## config.mk

```make
export PLATFORM = sky130hd
export DESIGN_NAME = shift_register_chain_driver
export DESIGN_NICKNAME = d
export VERILOG_FILES = /design/src/rtl/srcd_pkg.sv /design/src/rtl/shift_register_chain_driver.sv /design/src/rtl/srcd_ram.sv /design/src/rtl/srcd_shadow.sv /design/src/rtl/srcd_seq.sv
export VERILOG_INCLUDE_DIRS = /design/src /design/src/rtl
export SDC_FILE = /design/constraint.sdc
export NUM_CORES = 1
export LEC_CHECK = 0
export ABC_AREA = 1
export BUFFER_PORTS_ARGS = -buffer_cell sky130_fd_sc_hd__buf_2
export CORE_UTILIZATION = 45
export DETAILED_ROUTE_END_ITERATION = 6
export RECOVER_POWER = 50
export SETUP_SLACK_MARGIN = 0.4
export SLEW_MARGIN = 25
export SYNTH_ARGS = -nofsm -noshare
export SYNTH_HDL_FRONTEND = slang
export SYNTH_HIERARCHICAL = 1
export SYNTH_SLANG_ARGS = --single-unit
```

## constraint.sdc

```tcl
create_clock -name clock -period 3.71 [get_ports clock]
set_clock_uncertainty 0.05 [all_clocks]
set_input_delay 1.113 -clock clock [delete_from_list [all_inputs] [get_ports clock]]
set_output_delay 1.113 -clock clock [all_outputs]
set_load 0.1 [all_outputs]
```

## src/rtl/assert_macros.svh

```systemverilog
// Assertion helpers shared by the RTL files.
`ifndef ASSERT_MACROS_SVH
`define ASSERT_MACROS_SVH

// Same-cycle implication.
`define ASSERT_IMPLIES(label, clk, rst, ante, cons, msg) \
   label: assert property (@(posedge clk) disable iff (rst) (ante) |-> (cons)) \
      else $error(msg);

// Next-cycle implication.
`define ASSERT_NEXT(label, clk, rst, ante, cons, msg) \
   label: assert property (@(posedge clk) disable iff (rst) (ante) |=> (cons)) \
      else $error(msg);

`endif

```

## src/rtl/srcd_pkg.sv

```systemverilog
package srcd_pkg;

   localparam int MAX_CHIPS_DEF = 8;
   localparam int BITS_PER_CHIP = 8;

   localparam logic [2:0] FUNC_WRITE_BYTE = 3'd0;
   localparam logic [2:0] FUNC_CLEAR_CHIP = 3'd1;
   localparam logic [2:0] FUNC_SET_ALL    = 3'd2;
   localparam logic [2:0] FUNC_CLEAR_ALL  = 3'd3;
   localparam logic [2:0] FUNC_SET_BIT    = 3'd4;
   localparam logic [2:0] FUNC_CLEAR_BIT  = 3'd5;

   localparam logic [7:0] BYTE_ONES = 8'hff;
   localparam logic [7:0] BYTE_ZERO = 8'h00;
   localparam logic [7:0] BIT_ONE   = 8'h01;
   localparam logic [2:0] BIT_LAST  = 3'd7;

   typedef struct packed {
      logic [2:0] func;
      logic [3:0] chip_index;
      logic [7:0] data_byte;
      logic [5:0] bit_index;
   } req_type;

   typedef struct packed {
      logic serial_bit;
      logic last;
   } rsp_type;

   typedef struct packed {
      logic rd;
      logic wr;
   } mem_ctl_type;

   typedef enum logic [2:0] {
      ST_IDLE,
      ST_EXEC,
      ST_FILL,
      ST_MODIFY,
      ST_PREP,
      ST_LOAD,
      ST_SHIFT
   } state_type;

endpackage

```

## src/rtl/shift_register_chain_driver.sv

```systemverilog
// Driver for a chain of serial-in parallel-out shift register chips.
// req channel: one command (func, chip_index, data_byte, bit_index) per
// request. The command updates the byte shadow, then the whole chain is
// shifted out on the rsp channel, one serial_bit per response, starting at
// the highest live chip, MSB first; last marks the final bit. Malformed
// requests (func 6 or 7, or write byte / clear chip with chip index 0 or
// above MAX_CHIPS) are taken and produce no responses.
// csr channel: chip_count (0 reads as 1, clipped at MAX_CHIPS); always ready,
// write it only while idle.
// Sequence: exec, then a fill pass over the live chips (set all / clear
// all) or a read-modify-write step (set / clear bit), then prep and load,
// then the shift of 8 bits per live chip. The next byte is prefetched from
// the shadow RAM during the shift, so the single RAM port never stalls the
// bit stream. One command is in flight at a time; req_ready is low from
// acceptance until the cycle after the last bit is taken. A stalled
// receiver holds the current bit; nothing is lost.
// Reset clears the shadow (via per-chip valid bits) and sets chip_count to 1.
module shift_register_chain_driver #(
   parameter int MAX_CHIPS = srcd_pkg::MAX_CHIPS_DEF
) (
   input  logic              clock,
   input  logic              reset,
   input  logic              req_valid,
   output logic              req_ready,
   input  srcd_pkg::req_type req_data,
   output logic              rsp_valid,
   input  logic              rsp_ready,
   output srcd_pkg::rsp_type rsp_data,
   input  logic              csr_valid,
   output logic              csr_ready,
   input  logic [3:0]        csr_data
);
   import srcd_pkg::*;

   localparam int ADDR_W = (MAX_CHIPS > 1) ? $clog2(MAX_CHIPS) : 1;

   logic [3:0]        chip_count_ff;
   logic [3:0]        chip_count_in;
   mem_ctl_type       mem_ctl;
   logic [ADDR_W-1:0] mem_addr;
   logic [7:0]        mem_wdata;
   logic [7:0]        mem_rdata;

   assign csr_ready     = 1'b1;
   assign chip_count_in = (csr_valid && csr_ready) ? csr_data : chip_count_ff;

   always_ff @(posedge clock) begin
      if (reset) begin
         chip_count_ff <= 4'd1;
      end else begin
         chip_count_ff <= chip_count_in;
      end
   end

   srcd_seq #(
      .MAX_CHIPS(MAX_CHIPS)
   ) u_seq (
      .clock     (clock),
      .reset     (reset),
      .chip_count(chip_count_ff),
      .req_valid (req_valid),
      .req_ready (req_ready),
      .req_data  (req_data),
      .rsp_valid (rsp_valid),
      .rsp_ready (rsp_ready),
      .rsp_data  (rsp_data),
      .mem_ctl   (mem_ctl),
      .mem_addr  (mem_addr),
      .mem_wdata (mem_wdata),
      .mem_rdata (mem_rdata)
   );

   srcd_shadow #(
      .MAX_CHIPS(MAX_CHIPS)
   ) u_shadow (
      .clock(clock),
      .reset(reset),
      .ctl  (mem_ctl),
      .addr (mem_addr),
      .wdata(mem_wdata),
      .rdata(mem_rdata)
   );
endmodule

```

## src/rtl/srcd_ram.sv

```systemverilog
module srcd_ram #(
   parameter int WIDTH = 8,
   parameter int DEPTH = 8
) (
   input  logic                                   clock,
   input  logic                                   we,
   input  logic                                   re,
   input  logic [((DEPTH > 1) ? $clog2(DEPTH) : 1)-1:0] addr,
   input  logic [WIDTH-1:0]                       wdata,
   output logic [WIDTH-1:0]                       rdata
);
   logic [WIDTH-1:0] mem [DEPTH];
   logic [WIDTH-1:0] rdata_ff;

   always_ff @(posedge clock) begin
      if (we) begin
         mem[addr] <= wdata;
      end
      if (re) begin
         rdata_ff <= mem[addr];
      end
   end

   assign rdata = rdata_ff;
endmodule

```

## src/rtl/srcd_shadow.sv

```systemverilog
`include "assert_macros.svh"

module srcd_shadow #(
   parameter int MAX_CHIPS = srcd_pkg::MAX_CHIPS_DEF
) (
   input  logic                                           clock,
   input  logic                                           reset,
   input  srcd_pkg::mem_ctl_type                          ctl,
   input  logic [((MAX_CHIPS > 1) ? $clog2(MAX_CHIPS) : 1)-1:0] addr,
   input  logic [7:0]                                     wdata,
   output logic [7:0]                                     rdata
);
   import srcd_pkg::*;

   logic [MAX_CHIPS-1:0] valid_ff;
   logic [MAX_CHIPS-1:0] valid_in;
   logic                 rd_valid_ff;
   logic                 rd_valid_in;
   logic [7:0]           ram_rdata;

   srcd_ram #(
      .WIDTH(8),
      .DEPTH(MAX_CHIPS)
   ) u_ram (
      .clock(clock),
      .we   (ctl.wr),
      .re   (ctl.rd),
      .addr (addr),
      .wdata(wdata),
      .rdata(ram_rdata)
   );

   always_comb begin
      valid_in    = valid_ff;
      rd_valid_in = rd_valid_ff;
      if (ctl.wr) begin
         valid_in[addr] = 1'b1;
      end
      if (ctl.rd) begin
         rd_valid_in = valid_ff[addr];
      end
   end

   always_ff @(posedge clock) begin
      if (reset) begin
         valid_ff    <= '0;
         rd_valid_ff <= 1'b0;
      end else begin
         valid_ff    <= valid_in;
         rd_valid_ff <= rd_valid_in;
      end
   end

   // never-written bytes read as zero
   assign rdata = rd_valid_ff ? ram_rdata : BYTE_ZERO;

   `ASSERT_IMPLIES(a_rd_valid_hold, clock, reset, !$past(ctl.rd),
                   rd_valid_ff == $past(rd_valid_ff), "read valid changed without a read")
endmodule

```

## src/rtl/srcd_seq.sv

```systemverilog
`include "assert_macros.svh"

module srcd_seq #(
   parameter int MAX_CHIPS = srcd_pkg::MAX_CHIPS_DEF
) (
   input  logic                                           clock,
   input  logic                                           reset,
   input  logic [3:0]                                     chip_count,
   input  logic                                           req_valid,
   output logic                                           req_ready,
   input  srcd_pkg::req_type                              req_data,
   output logic                                           rsp_valid,
   input  logic                                           rsp_ready,
   output srcd_pkg::rsp_type                              rsp_data,
   output srcd_pkg::mem_ctl_type                          mem_ctl,
   output logic [((MAX_CHIPS > 1) ? $clog2(MAX_CHIPS) : 1)-1:0] mem_addr,
   output logic [7:0]                                     mem_wdata,
   input  logic [7:0]                                     mem_rdata
);
   import srcd_pkg::*;

   localparam int         ADDR_W = (MAX_CHIPS > 1) ? $clog2(MAX_CHIPS) : 1;
   localparam logic [3:0] MAX4   = 4'(MAX_CHIPS);

   state_type         state_ff, state_in;
   req_type           cmd_ff, cmd_in;
   logic [ADDR_W-1:0] fill_ff, fill_in;
   logic [ADDR_W-1:0] cur_ff, cur_in;
   logic [2:0]        bit_ff, bit_in;
   logic [7:0]        shift_ff, shift_in;

   logic [3:0]        live;
   logic [ADDR_W-1:0] last_idx;
   logic [2:0]        byte_no;
   logic              byte_ok;
   logic              req_drop;
   logic              is_set;
   logic [7:0]        bit_mask;
   logic              req_fire;
   logic              rsp_fire;
   logic              final_bit;

   always_comb begin
      if (chip_count == 4'd0) begin
         live = 4'd1;
      end else if (chip_count > MAX4) begin
         live = MAX4;
      end else begin
         live = chip_count;
      end
   end

   assign last_idx  = ADDR_W'(live - 4'd1);
   assign byte_no   = cmd_ff.bit_index[5:3];
   assign byte_ok   = {1'b0, byte_no} < MAX4;
   assign is_set    = cmd_ff.func == FUNC_SET_BIT;
   assign bit_mask  = BIT_ONE << cmd_ff.bit_index[2:0];
   assign req_fire  = req_valid && req_ready;
   assign rsp_fire  = rsp_valid && rsp_ready;
   assign final_bit = (cur_ff == '0) && (bit_ff == BIT_LAST);

   // drop requests that give no bits
   always_comb begin
      req_drop = 1'b0;
      if (req_data.func > FUNC_CLEAR_BIT) begin
         req_drop = 1'b1;
      end else if (req_data.func == FUNC_WRITE_BYTE || req_data.func == FUNC_CLEAR_CHIP) begin
         req_drop = (req_data.chip_index == 4'd0) || (req_data.chip_index > MAX4);
      end
   end

   always_comb begin
      state_in = state_ff;
      unique case (state_ff)
         ST_IDLE: begin
            if (req_fire && !req_drop) begin
               state_in = ST_EXEC;
            end
         end
         ST_EXEC: begin
            priority if (cmd_ff.func == FUNC_SET_ALL || cmd_ff.func == FUNC_CLEAR_ALL) begin
               state_in = ST_FILL;
            end else if ((cmd_ff.func == FUNC_SET_BIT || cmd_ff.func == FUNC_CLEAR_BIT)
                         && byte_ok) begin
               state_in = ST_MODIFY;
            end else begin
               state_in = ST_PREP;
            end
         end
         ST_FILL: begin
            if (fill_ff == last_idx) begin
               state_in = ST_PREP;
            end
         end
         ST_MODIFY: state_in = ST_PREP;
         ST_PREP:   state_in = ST_LOAD;
         ST_LOAD:   state_in = ST_SHIFT;
         ST_SHIFT: begin
            if (rsp_fire && final_bit) begin
               state_in = ST_IDLE;
            end
         end
         default: state_in = ST_IDLE;
      endcase
   end

   always_comb begin
      req_ready = 1'b0;
      rsp_valid = 1'b0;
      mem_ctl   = '0;
      mem_addr  = '0;
      mem_wdata = BYTE_ZERO;
      cmd_in    = cmd_ff;
      fill_in   = fill_ff;
      cur_in    = cur_ff;
      bit_in    = bit_ff;
      shift_in  = shift_ff;
      unique case (state_ff)
         ST_IDLE: begin
            req_ready = 1'b1;
            if (req_fire) begin
               cmd_in  = req_data;
               fill_in = '0;
            end
         end
         ST_EXEC: begin
            if (cmd_ff.func == FUNC_WRITE_BYTE || cmd_ff.func == FUNC_CLEAR_CHIP) begin
               mem_ctl.wr = 1'b1;
               mem_addr   = ADDR_W'(cmd_ff.chip_index - 4'd1);
               mem_wdata  = (cmd_ff.func == FUNC_WRITE_BYTE) ? cmd_ff.data_byte : BYTE_ZERO;
            end else if ((cmd_ff.func == FUNC_SET_BIT || cmd_ff.func == FUNC_CLEAR_BIT)
                         && byte_ok) begin
               mem_ctl.rd = 1'b1;
               mem_addr   = ADDR_W'(byte_no);
            end
         end
         ST_FILL: begin
            mem_ctl.wr = 1'b1;
            mem_addr   = fill_ff;
            mem_wdata  = (cmd_ff.func == FUNC_SET_ALL) ? BYTE_ONES : BYTE_ZERO;
            fill_in    = fill_ff + 1'b1;
         end
         ST_MODIFY: begin
            mem_ctl.wr = 1'b1;
            mem_addr   = ADDR_W'(byte_no);
            mem_wdata  = is_set ? (mem_rdata | bit_mask) : (mem_rdata & ~bit_mask);
         end
         ST_PREP: begin
            mem_ctl.rd = 1'b1;
            mem_addr   = last_idx;
            cur_in     = last_idx;
         end
         ST_LOAD: begin
            shift_in = mem_rdata;
            bit_in   = '0;
            // prefetch the next chip down while this one shifts
            if (cur_ff != '0) begin
               mem_ctl.rd = 1'b1;
               mem_addr   = cur_ff - 1'b1;
            end
         end
         ST_SHIFT: begin
            rsp_valid = 1'b1;
            if (rsp_fire) begin
               if (bit_ff == BIT_LAST) begin
                  if (cur_ff != '0) begin
                     cur_in   = cur_ff - 1'b1;
                     shift_in = mem_rdata;
                     bit_in   = '0;
                     if (cur_ff != ADDR_W'(1)) begin
                        mem_ctl.rd = 1'b1;
                        mem_addr   = cur_ff - ADDR_W'(2);
                     end
                  end
               end else begin
                  shift_in = {shift_ff[6:0], 1'b0};
                  bit_in   = bit_ff + 3'd1;
               end
            end
         end
         default: begin
         end
      endcase
   end

   always_ff @(posedge clock) begin
      if (reset) begin
         state_ff <= ST_IDLE;
         fill_ff  <= '0;
         cur_ff   <= '0;
         bit_ff   <= '0;
      end else begin
         state_ff <= state_in;
         fill_ff  <= fill_in;
         cur_ff   <= cur_in;
         bit_ff   <= bit_in;
      end
   end

   always_ff @(posedge clock) begin
      cmd_ff   <= cmd_in;
      shift_ff <= shift_in;
   end

   assign rsp_data.serial_bit = shift_ff[7];
   assign rsp_data.last       = final_bit;

   `ASSERT_IMPLIES(a_busy_blocks_req, clock, reset, state_ff != ST_IDLE, !req_ready,
                   "request taken while busy")
   `ASSERT_NEXT(a_last_ends_cmd, clock, reset, rsp_fire && rsp_data.last,
                state_ff == ST_IDLE, "sequencer did not return to idle after last bit")
   `ASSERT_IMPLIES(a_single_port, clock, reset, mem_ctl.wr, !mem_ctl.rd,
                   "read and write issued together")
   `ASSERT_IMPLIES(a_no_write_shift, clock, reset, rsp_valid, !mem_ctl.wr,
                   "shadow written during shift out")
endmodule

```

Word-level counts from Yosys, hierarchy flattened

Memory sizes are Yosys's and may differ from the RTL's. A register that Yosys moved wholly into a read port is not among the register bits.
Cells that the tools add are included.

Memories kept: 1
Bits in registers: 53
Bits in writable memories: 64
Input port bits: 30
Output and inout bits: 5

Muxes and demuxes: 56
Equal/unequal tests: 23
Reduce and logical (&&, ||, !) cells: 28
Shifts and indexed selects: 1
Bitwise operators: 4
Add/subtract/negate cells: 6
Order comparisons: 5

Memories:

| memory             | words | bits a word | read ports | clocked after memory_dff | write ports | line           | source |
|---|---|---|---|---|---|---|---|
| u_shadow.u_ram.mem | 8     | 8           | 1          | 1                        | 1           | srcd_ram.sv:12 | `logic [WIDTH-1:0] mem [DEPTH];` |

Operators by type and width:

| kind                                                                   | count |
|---|---|
| 8-bit 2-to-1 mux                                                       | 8 |
| 3-bit 2-to-1 mux                                                       | 21 |
| 8-bit one-hot mux with 3 select lines                                  | 1 |
| 3-bit one-hot mux with 7 select lines                                  | 1 |
| 3-bit equality test (second input constant)                            | 6 |
| 3-bit one-hot mux with 2 select lines                                  | 3 |
| 3-bit one-hot mux with 6 select lines                                  | 1 |
| 1-bit 2-to-1 mux                                                       | 16 |
| 8-bit OR                                                               | 2 |
| 8-bit one-hot mux with 2 select lines                                  | 1 |
| 2-bit by 1-bit != test with 1-bit output (second input constant)       | 7 |
| 3-bit by 2-bit equality test with 1-bit output (second input constant) | 4 |
| 3-bit logical NOT                                                      | 4 |
| 3-bit by 1-bit equality test with 1-bit output (second input constant) | 3 |
| 3-bit by 1-bit subtractor with 3-bit output (second input constant)    | 3 |
| 8-bit bitwise AND                                                      | 1 |
| 4-bit greater-than comparator (second input constant)                  | 2 |
| 4-bit logical NOT                                                      | 2 |
| 8-bit NOT                                                              | 1 |
| 1-bit by 3-bit << shifter with 8-bit output (first input constant)     | 1 |
| 3-bit by 1-bit adder with 3-bit output (second input constant)         | 2 |
| 1-bit logical AND                                                      | 6 |
| 3-bit AND reduction                                                    | 2 |
| 2-bit nonzero test                                                     | 3 |
| other kinds (17)                                                       | 22 |

Depth between registers and ports, before layout

Gate-level depths: netlist of the first run.

Depth after elaboration: 11
Gate-level depth with buffers: 16
Gate-level depth less buffers: 15

Modules after synthesis

Netlist of the first run, hierarchy kept.

By module, submodules not included:

| module                      | instances | seq. area each (µm²) | area an instance (µm²) | cells each |
|---|---|---|---|---|
| srcd_ram                    | 1         | 2162.1               | 3004.1                 | 280 |
| srcd_seq                    | 1         | 1081.0               | 2447.3                 | 286 |
| srcd_shadow                 | 1         | 180.2                | 491.7                  | 80 |
| shift_register_chain_driver | 1         | 80.1                 | 186.4                  | 27 |

Least setup slack after synthesis of the first run

No wires, ideal clock.

Kind: in2reg
Start: input port rsp_ready
End: memory u_shadow.u_ram.mem[1][0], enable pin
Slack: 0.411 ns
Setup time: 0.383 ns
Arrival: 2.865 ns
Required time: 3.277 ns
Stages on the path: 8
Path through: inv_1 > nor4_4 > nand2_1 > nand4_1 > buf_4 > buf_2 > nand2_1 > nor3_1

Longest elaborated chain between the ends: 3

RTL lines:

| what                                  | line                              | source |
|---|---|---|
| from (decl)                           | shift_register_chain_driver.sv:27 | `input logic rsp_ready,` |
| 1-bit logical AND                     | srcd_seq.sv:59                    | `assign rsp_fire = rsp_valid && rsp_ready;` |
| 3-bit 2-to-1 mux                      | srcd_seq.sv:164                   | `if (rsp_fire) begin` |
| 3-bit one-hot mux with 6 select lines | srcd_seq.sv:118                   | `unique case (state_ff)` |
| via mem_addr[0]                       | shift_register_chain_driver.sv:40 | `logic [ADDR_W-1:0] mem_addr;` |
| to (decl)                             | srcd_ram.sv:12                    |  |

The timed path passes the listed nets, and every way through them passes these cells.

==> key figures, run 1 <==
CTS
  – Clock buffer depth: 2
  – CTS tree: done
  – Post-CTS Repair Setup Buffers: 0
  – Clock slew at reported path FFs: around 0.060 ns
  – Clock Tree Root: clkbuf_16
  – Hold buffer count at cts: 0
  – Total CTS buffers: 17
  – Clock sink count: ~130
  – Clk_lat worst skew: ~0.4 ns
  – H-tree lvl count: 4
  – PostCTS Resize Cnt: 0

Die
  – Die X: between 100 and 150 um
  – Core area: 0.0132 mm2
  – Die Height: about 120 um
  – Std-Cell Rows: 42
  – DIE AREA: 0.0141 mm2
  – Starting Density: between 40 and 50%
  – I/O pin count: 35

STA
  – Max Slew Vio Count: 0
  – Slew HR: between 30% and 40%
  – Final hold vios: 0
  – Setup-failing EPs final: 0
  – Fmax: approximately 330 MHz
  – Final worst path period share: 82.0%
  – Worst-Margin Slew: around 1.0 ns
  – Final hold slack: 0.405 ns
  – Final min period: around 3.0 ns
  – Setup TNS: 0 ns
  – RSZ-0062 raised after global routing: no

Synthesis
  – Yosys top cell area share: 49.0%
  – Post-synth EDFFs: 100
  – Number of synthesized register bits: 125
  – Post-Syn Area: a little over 0.006 mm2
  – Top cells by area, synth: edfxtp_1 (49%), nand2_1 (13%), dfxtp_1 (8.2%)
  – Avg Cell Area, Syn: 9.11 um2
  – Cell accounting for the most synthesized area: edfxtp_1
  – Synthesized instance count: 673
  – Mapped Nets: slightly above 700
  – Library cells used by synthesis: 47
  – Async SR Flop Fraction: 0%
  – Sequential element share of the synthesized area: 57.2%
  – Synthesis Warnings: 6
  – Top_reg_cell synth: edfxtp_1

GRT
  – Largest net degree at the start of global routing: 40
  – Initial antenna violation count: 0
  – First-pass GRT wire length: 21,400 um
  – Remaining Overflow, GRT: 0
  – Vias in the first global route: roughly 4,300
  – Global-route usage over all layers: between 15 and 20%

Place
  – IO Port Bufs: 33
  – GPL Wtd Cong: between 0.8 and 0.9
  – DP Wirelength: 9220 um

Drt
  – # DRC: 0
  – First-pass DRT Iterations: 5
  – Routed met2 length: slightly above 6000 um
  – Avg Vias per Cell: approximately 5.0
  – Drt initial violations: between 300 and 400
  – WL/cell: 14.5 um
  – DR WL met3: roughly 660 um
  – Routed vias: between 4,000 and 5,000
  – Total Wirelength: roughly 13,000 um
  – Top sig layer: met4
  – Antenna viol nets, final: 0
  – M1 wire length: 6360 um

Critical path
  – Crit-path max FO: 3
  – Setup crit end: rsp_data[0]
  – Setup crit start: u_seq/bit_ff[0]
  – CP Launch Type: flip-flop
  – Worst Path Required: ~2.6 ns
  – CP endpoint kind: output port
  – End of the worst register-to-register path: u_shadow/u_ram/mem[5][7]
  – Cells on worst reg2reg path: 10
  – Crit-path max cell delay: ~0.46 ns
  – WS Path Type: reg2out
  – WP data arrival: ~1.9 ns
  – R2R Path Start: chip_count_ff[2]
  – Cell repeated most along the worst path: ha_1
  – Cells along the critical path: ha_1, ha_1, inv_1, nor2_1, buf_2
  – Worst R2R Setup Slack: approximately 0.67 ns
  – CP max stage cell: buf_2

Run status
  – Outcome: complete, no violations

Cells and area
  – Final nets: between 700 and 800
  – Ant diodes: 0
  – Fillers: approximately 1,200
  – Syn-to-layout area delta: 15.0%
  – Commonest non-fill, non-tap cell in the layout: nand2_1
  – Most frequent cells in the layout: nand2_1 (221), edfxtp_1 (100), inv_1 (99)
  – Fraction of layout cells with a size suffix above 1: 15.1%

Power and ir drop
  – Power Density: 586 mW/mm2
  – Leakage power: 3.11 nW
  – Peak supply drop: between 0.3 and 0.4 mV

Flow run
  – Maxcap violations: 0

Min path
  – Min-Delay Path Class: reg2reg
[synthesized netlist by cell type (2+ instances only)]
| cell | count |
|---|---|
| nand2_2 | 7 |
| buf_6 | 2 |
| clkbuf_1 | 2 |
| o21ai_1 | 5 |
| nand3_2 | 3 |
| nor2_2 | 2 |
| a21oi_2 | 2 |
| nand4_1 | 13 |
| buf_1 | 2 |
| nor3_1 | 6 |
| nor2_1 | 32 |
| dfxtp_1 | 25 |
| buf_2 | 2 |
| nor2_4 | 4 |
| a21oi_1 | 17 |
| o21bai_1 | 3 |
| o31ai_1 | 7 |
| nand3_1 | 48 |
| nand2_4 | 2 |
| inv_4 | 2 |
| edfxtp_1 | 100 |
| o21ai_2 | 2 |
| buf_4 | 9 |
| clkinv_1 | 2 |
| xor2_1 | 4 |
| nor4_4 | 2 |
| nand2_1 | 220 |
| inv_1 | 96 |
| inv_2 | 15 |
| ha_1 | 8 |
| o21ai_0 | 13 |
[critical path: cells and delay by family (launching register included)]
kind | cells | cell delay, ns
buffers and inverters | 2 | 0.58
adders and majority gates | 2 | 0.38
DFF | 1 | 0.35
and+or+nand+nor | 1 | 0.18
[registers in the layout, indices dropped and copies added (netlist names)]
| register | count |
|---|---|
| u_shadow/u_ram/mem | 64 |
| u_seq/cmd_ff | 17 |
| u_seq/shift_ff | 8 |
| u_shadow/u_ram/rdata | 8 |
| u_shadow/valid_ff | 8 |
| chip_count_ff | 4 |
| u_seq/bit_ff | 3 |
| u_seq/byte_no | 3 |
| u_seq/cur_ff | 3 |
| u_seq/fill_ff | 3 |
| u_seq/state_ff | 3 |
| u_shadow/rd_valid_ff | 1 |
[per-stage QoR]
step	power [mW]	instance area [um2]	std cells	setup WS (ns)	util [%]
after floorplan	2.35	6130	673	0.411	-
after global placement	2.55	6490	877	0.583	49.0
after detailed placement	2.56	6490	877	0.554	49.0
after CTS	4.17	7070	909	0.643	53.4
after global routing	4.34	7050	909	0.500	53.3
final	4.13	7050	909	0.669	53.3
[power breakdown]
part	switching (mW)	internal [mW]
registers	0.0782	1.66
logic	0.579	0.217
clock network	0.604	0.992
[routing by layer]
metal,up-vias,track usage (%)
met2,128,30.2
met5,-,0
met3,9,4.49
li1,2283,-
met1,2124,28.0
met4,0,6.72
[area by class of cell]
cell class,instances,area [um2],area share (%)
Sequential cell,125,3500,49.7
Inverter,116,445,6.32
Tap cell,176,220,3.12
Multi-Input combinational cell,414,2050,29.1
Timing Repair Buffer,46,253,3.58
Clock buffer,19,433,6.14
Clock inverter,13,143,2.02
[worst min-delay path by stage]
stage | startpoint | endpoint | slack (ns) | cells past startpoint
floorplan | u_shadow/valid_ff[0] | u_shadow/valid_ff[0] | 0.39 | 2
global placement | u_shadow/valid_ff[7] | u_shadow/valid_ff[7] | 0.39 | 2
detailed placement | u_shadow/valid_ff[7] | u_shadow/valid_ff[7] | 0.40 | 2
CTS | u_shadow/valid_ff[7] | u_shadow/valid_ff[7] | 0.41 | 2
global route | u_shadow/valid_ff[1] | u_shadow/valid_ff[1] | 0.42 | 2
finish | u_shadow/valid_ff[7] | u_shadow/valid_ff[7] | 0.41 | 2
[cells by family (layout without fill, tap and decap cells)]
family          count (synthesis)  after routing  share of synthesized area [%]
simple gates                  340            340                           24.7
buf+inv                       134            194                           9.23
flops                         125            125                           57.2
compound gates                 60             60                           6.51
fa+ha+maj                       8              8                           1.63
xor+xnor                        5              5                          0.714
other cells                     1              1                         0.0612
Power figures use the tool's default switching activity.
==> inputs of run 2 (changes only) <==
ABC_AREA = 0   (was 1)
clock period = 3 ns   (was 3.71 ns; I/O delays follow)
==> key figures, run 2 <==
Min path
  – Min-Delay Path Class: reg2reg
  – Hold Path Sink: u_shadow/valid_ff[3]
  – Hold Path Stages: 2
  – Hold_sp: u_shadow/valid_ff[3]

Cells and area
  – Commonest non-fill, non-tap cell in the layout: edfxtp_1
  – Largest registers: u_shadow/u_ram/mem x64, u_seq/cmd_ff x17
  – Largest register FFs: between 60 and 70
  – Largest Register: u_shadow/u_ram/mem
  – Most frequent cells in the layout: edfxtp_1 (100), buf_4 (39), nor2_1 (27)
  – Ant diodes: 0
  – Fraction of layout cells with a size suffix above 1: 38.3%
  – Syn-to-layout area delta: 32.1%
  – Layout Cells excl Fill: a little over 700
  – FF/Latch Area: around 0.0035 mm2
  – Final nets: 568
  – Fillers: 930
  – Multi-input gate area: 0.00238 mm2

Synthesis
  – Dominant cell by count in the synthesized netlist: edfxtp_1
  – Top_reg_cell synth: edfxtp_1
  – Library cells used by synthesis: 67
  – Top cells by area, synth: edfxtp_1 (52%), dfxtp_1 (8.7%), mux4_2 (3.1%)
  – Synthesized instance count: roughly 420
  – Avg Cell Area, Syn: roughly 14 um2
  – Yosys top cell area share: between 50% and 60%
  – Sequential element share of the synthesized area: between 60% and 70%
  – Post-Syn Area: 0.00576 mm2
  – Synthesis Warnings: 6
  – Async SR Flop Fraction: 0%
  – Synth cell count leaders: edfxtp_1 (100), nor2_1 (34), dfxtp_1 (25), a21oi_1 (21), o21ai_0 (19)
  – Number of synthesized register bits: about 130
  – Cell accounting for the most synthesized area: edfxtp_1
  – Post-synth EDFFs: 100
  – Mapped Nets: between 400 and 500

CTS
  – Clk_lat worst skew: approximately 0.42 ns
  – Total CTS buffers: 17
  – CTS tree: done
  – Clock buffer depth: 2
  – Clock sink count: around 130
  – Clock Tree Root: clkbuf_16
  – H-tree lvl count: 4
  – Clock slew at reported path FFs: 0.06 ns

Critical path
  – R2R Path Start: u_seq/state_ff[0]
  – Worst Path Required: about 2 ns
  – Top delay family on crit path: buffers and inverters
  – Worst R2R Setup Slack: ~0.26 ns
  – Worst path depth: 5
  – Cells on worst reg2reg path: 9
  – Crit-path max cell delay: roughly 0.37 ns
  – End of the worst register-to-register path: u_shadow/u_ram/rdata[6]
  – WP data arrival: between 1.5 and 2 ns
  – Cells along the critical path: buf_8, clkbuf_4, nand3b_1, inv_4, buf_12
  – WS Path Type: reg2out
  – Crit-path max FO: 10
  – CP endpoint kind: output port
  – CP max stage cell: dfxtp_4
  – CP bufs+invs: 4
  – CP Launch Type: flip-flop

Die
  – DIE AREA: between 0.01 and 0.015 mm2
  – Die Height: between 100 and 150 um
  – Starting Density: a little under half
  – Std-Cell Rows: 40
  – Die X: between 100 and 150 um
  – I/O pin count: 35
  – Core area: roughly 0.012 mm2

GRT
  – Largest net degree at the start of global routing: 25
  – First-pass GRT wire length: roughly 22,000 um
  – Remaining Overflow, GRT: 0
  – Vias in the first global route: roughly 3,900
  – Global-route usage over all layers: a little under a quarter
  – Initial antenna violation count: 0

STA
  – Max Slew Vio Count: 0
  – RSZ-0062 raised after global routing: yes
  – Fmax: 358 MHz
  – Final worst path period share: 93.2%
  – PnR worst setup slack: 0.205 ns
  – Slew HR: about a quarter
  – Final min period: 2.79 ns
  – Setup-failing EPs final: 0
  – Worst-Margin Slew: between 1 and 1.5 ns
  – Final hold vios: 0
  – Final hold slack: roughly 0.42 ns

Drt
  – # DRC: 0
  – Antenna viol nets, final: 0
  – WL/cell: just over 20 um
  – Avg Vias per Cell: about 5.6
  – First-pass DRT Iterations: 5
  – Drt initial violations: 375
  – Total Wirelength: ~14,000 um
  – Routed vias: about 4,000

Power and ir drop
  – Peak supply drop: approximately 0.57 mV
  – Leakage power: 2.69 nW
  – Power Density: ~710 mW/mm2

Place
  – GPL Wtd Cong: about 0.92
  – IO Port Bufs: 33
  – DP Wirelength: roughly 8700 um
  – Place WS: -0.0212 ns
  – Placed cells: 641

Flow run
  – Maxcap violations: 0

Run status
  – Outcome: complete, no violations
-- run 2: cell type report --
cell class                 instances  share of cell area, %
multi-input combinational        268                   31.3
timing repair buffer             108                   12.2
clock buffer                      17                   5.59
clock inverter                    15                   1.48
sequential                       125                   46.1
tap                              168                   2.76
inverter                          10                  0.592
-- run 2: power by group --
| part | leakage (nW) | internal [mW] | switching (mW) |
|---|---|---|---|
| clock | 0.264 | 1.06 | 0.801 |
| combinational | 1.36 | 0.663 | 0.718 |
| sequential | 1.06 | 2.05 | 0.0904 |
-- run 2: per-stage QoR --
step | setup TNS [ns] | instance area (um2) | total power, mW | util [%]
CTS | 0 | 7400 | 5.26 | 60.4
detailed placement | -0.0513 | 6470 | 3.23 | 52.8
floorplan | 0 | 5920 | 2.93 | -
global route | 0 | 7610 | 5.58 | 62.1
finish | 0 | 7610 | 5.39 | 62.1
global placement | 0 | 6470 | 3.22 | 52.8
-- run 2: worst max-delay path by stage --
stage                            startpoint  slack [ns]                       end
after floorplan                   rsp_ready        0.21   u_shadow/u_ram/rdata[3]
after global placement            rsp_ready        0.03      u_shadow/rd_valid_ff
after detailed placement          rsp_ready       -0.02      u_shadow/rd_valid_ff
after CTS                   u_seq/bit_ff[0]        0.30               rsp_data[0]
after global routing       u_seq/cmd_ff[20]        0.16  u_shadow/u_ram/mem[5][0]
final                     u_seq/state_ff[0]        0.21                 rsp_valid
-- run 2: worst reg2reg max path, stage by stage, from the launching register on --
cell       delay, ns
dfxtp_4         0.37
buf_8           0.14
clkbuf_4        0.12
nand3b_1        0.37
o32a_2          0.59
o2111ai_4       0.19
buf_12          0.16
mux2i_1         0.19
o211a_1         0.15
o221ai_1        0.14
-- run 2: logic make-up (layout without fill, tap and decap cells) --
logic type / count (synthesis) / in the layout / share of synthesized area (%)
multiplexers: 47 / 47 / 12.0
buffers and inverters: 32 / 150 / 3.02
AND/OR/NAND/NOR: 119 / 119 / 11.4
other: 1 / 1 / 0.0651
adder cells (fa/ha/maj): 8 / 8 / 1.74
AO/OA/AOI/OAI: 82 / 84 / 9.49
XOR/XNOR: 9 / 9 / 1.61
flip-flops: 125 / 125 / 60.8
-- run 2: timing repair --
action                                  in CTS  in global routing
pin swaps                                   15                 11
buffers inserted                            16                 16
endpoints found under the setup margin      76                 79
cloned                                       4                  2
resized for setup                           48                 38
hold buffers                                 0                  0
-- run 2: routing by layer --
| layer | track usage [%] | routed length, um |
|---|---|---|
| met1 | 30.4 | 6370 |
| met5 | 0 | 0 |
| met2 | 36.1 | 6860 |
| met4 | 8.23 | 240 |
| met3 | 6.38 | 842 |
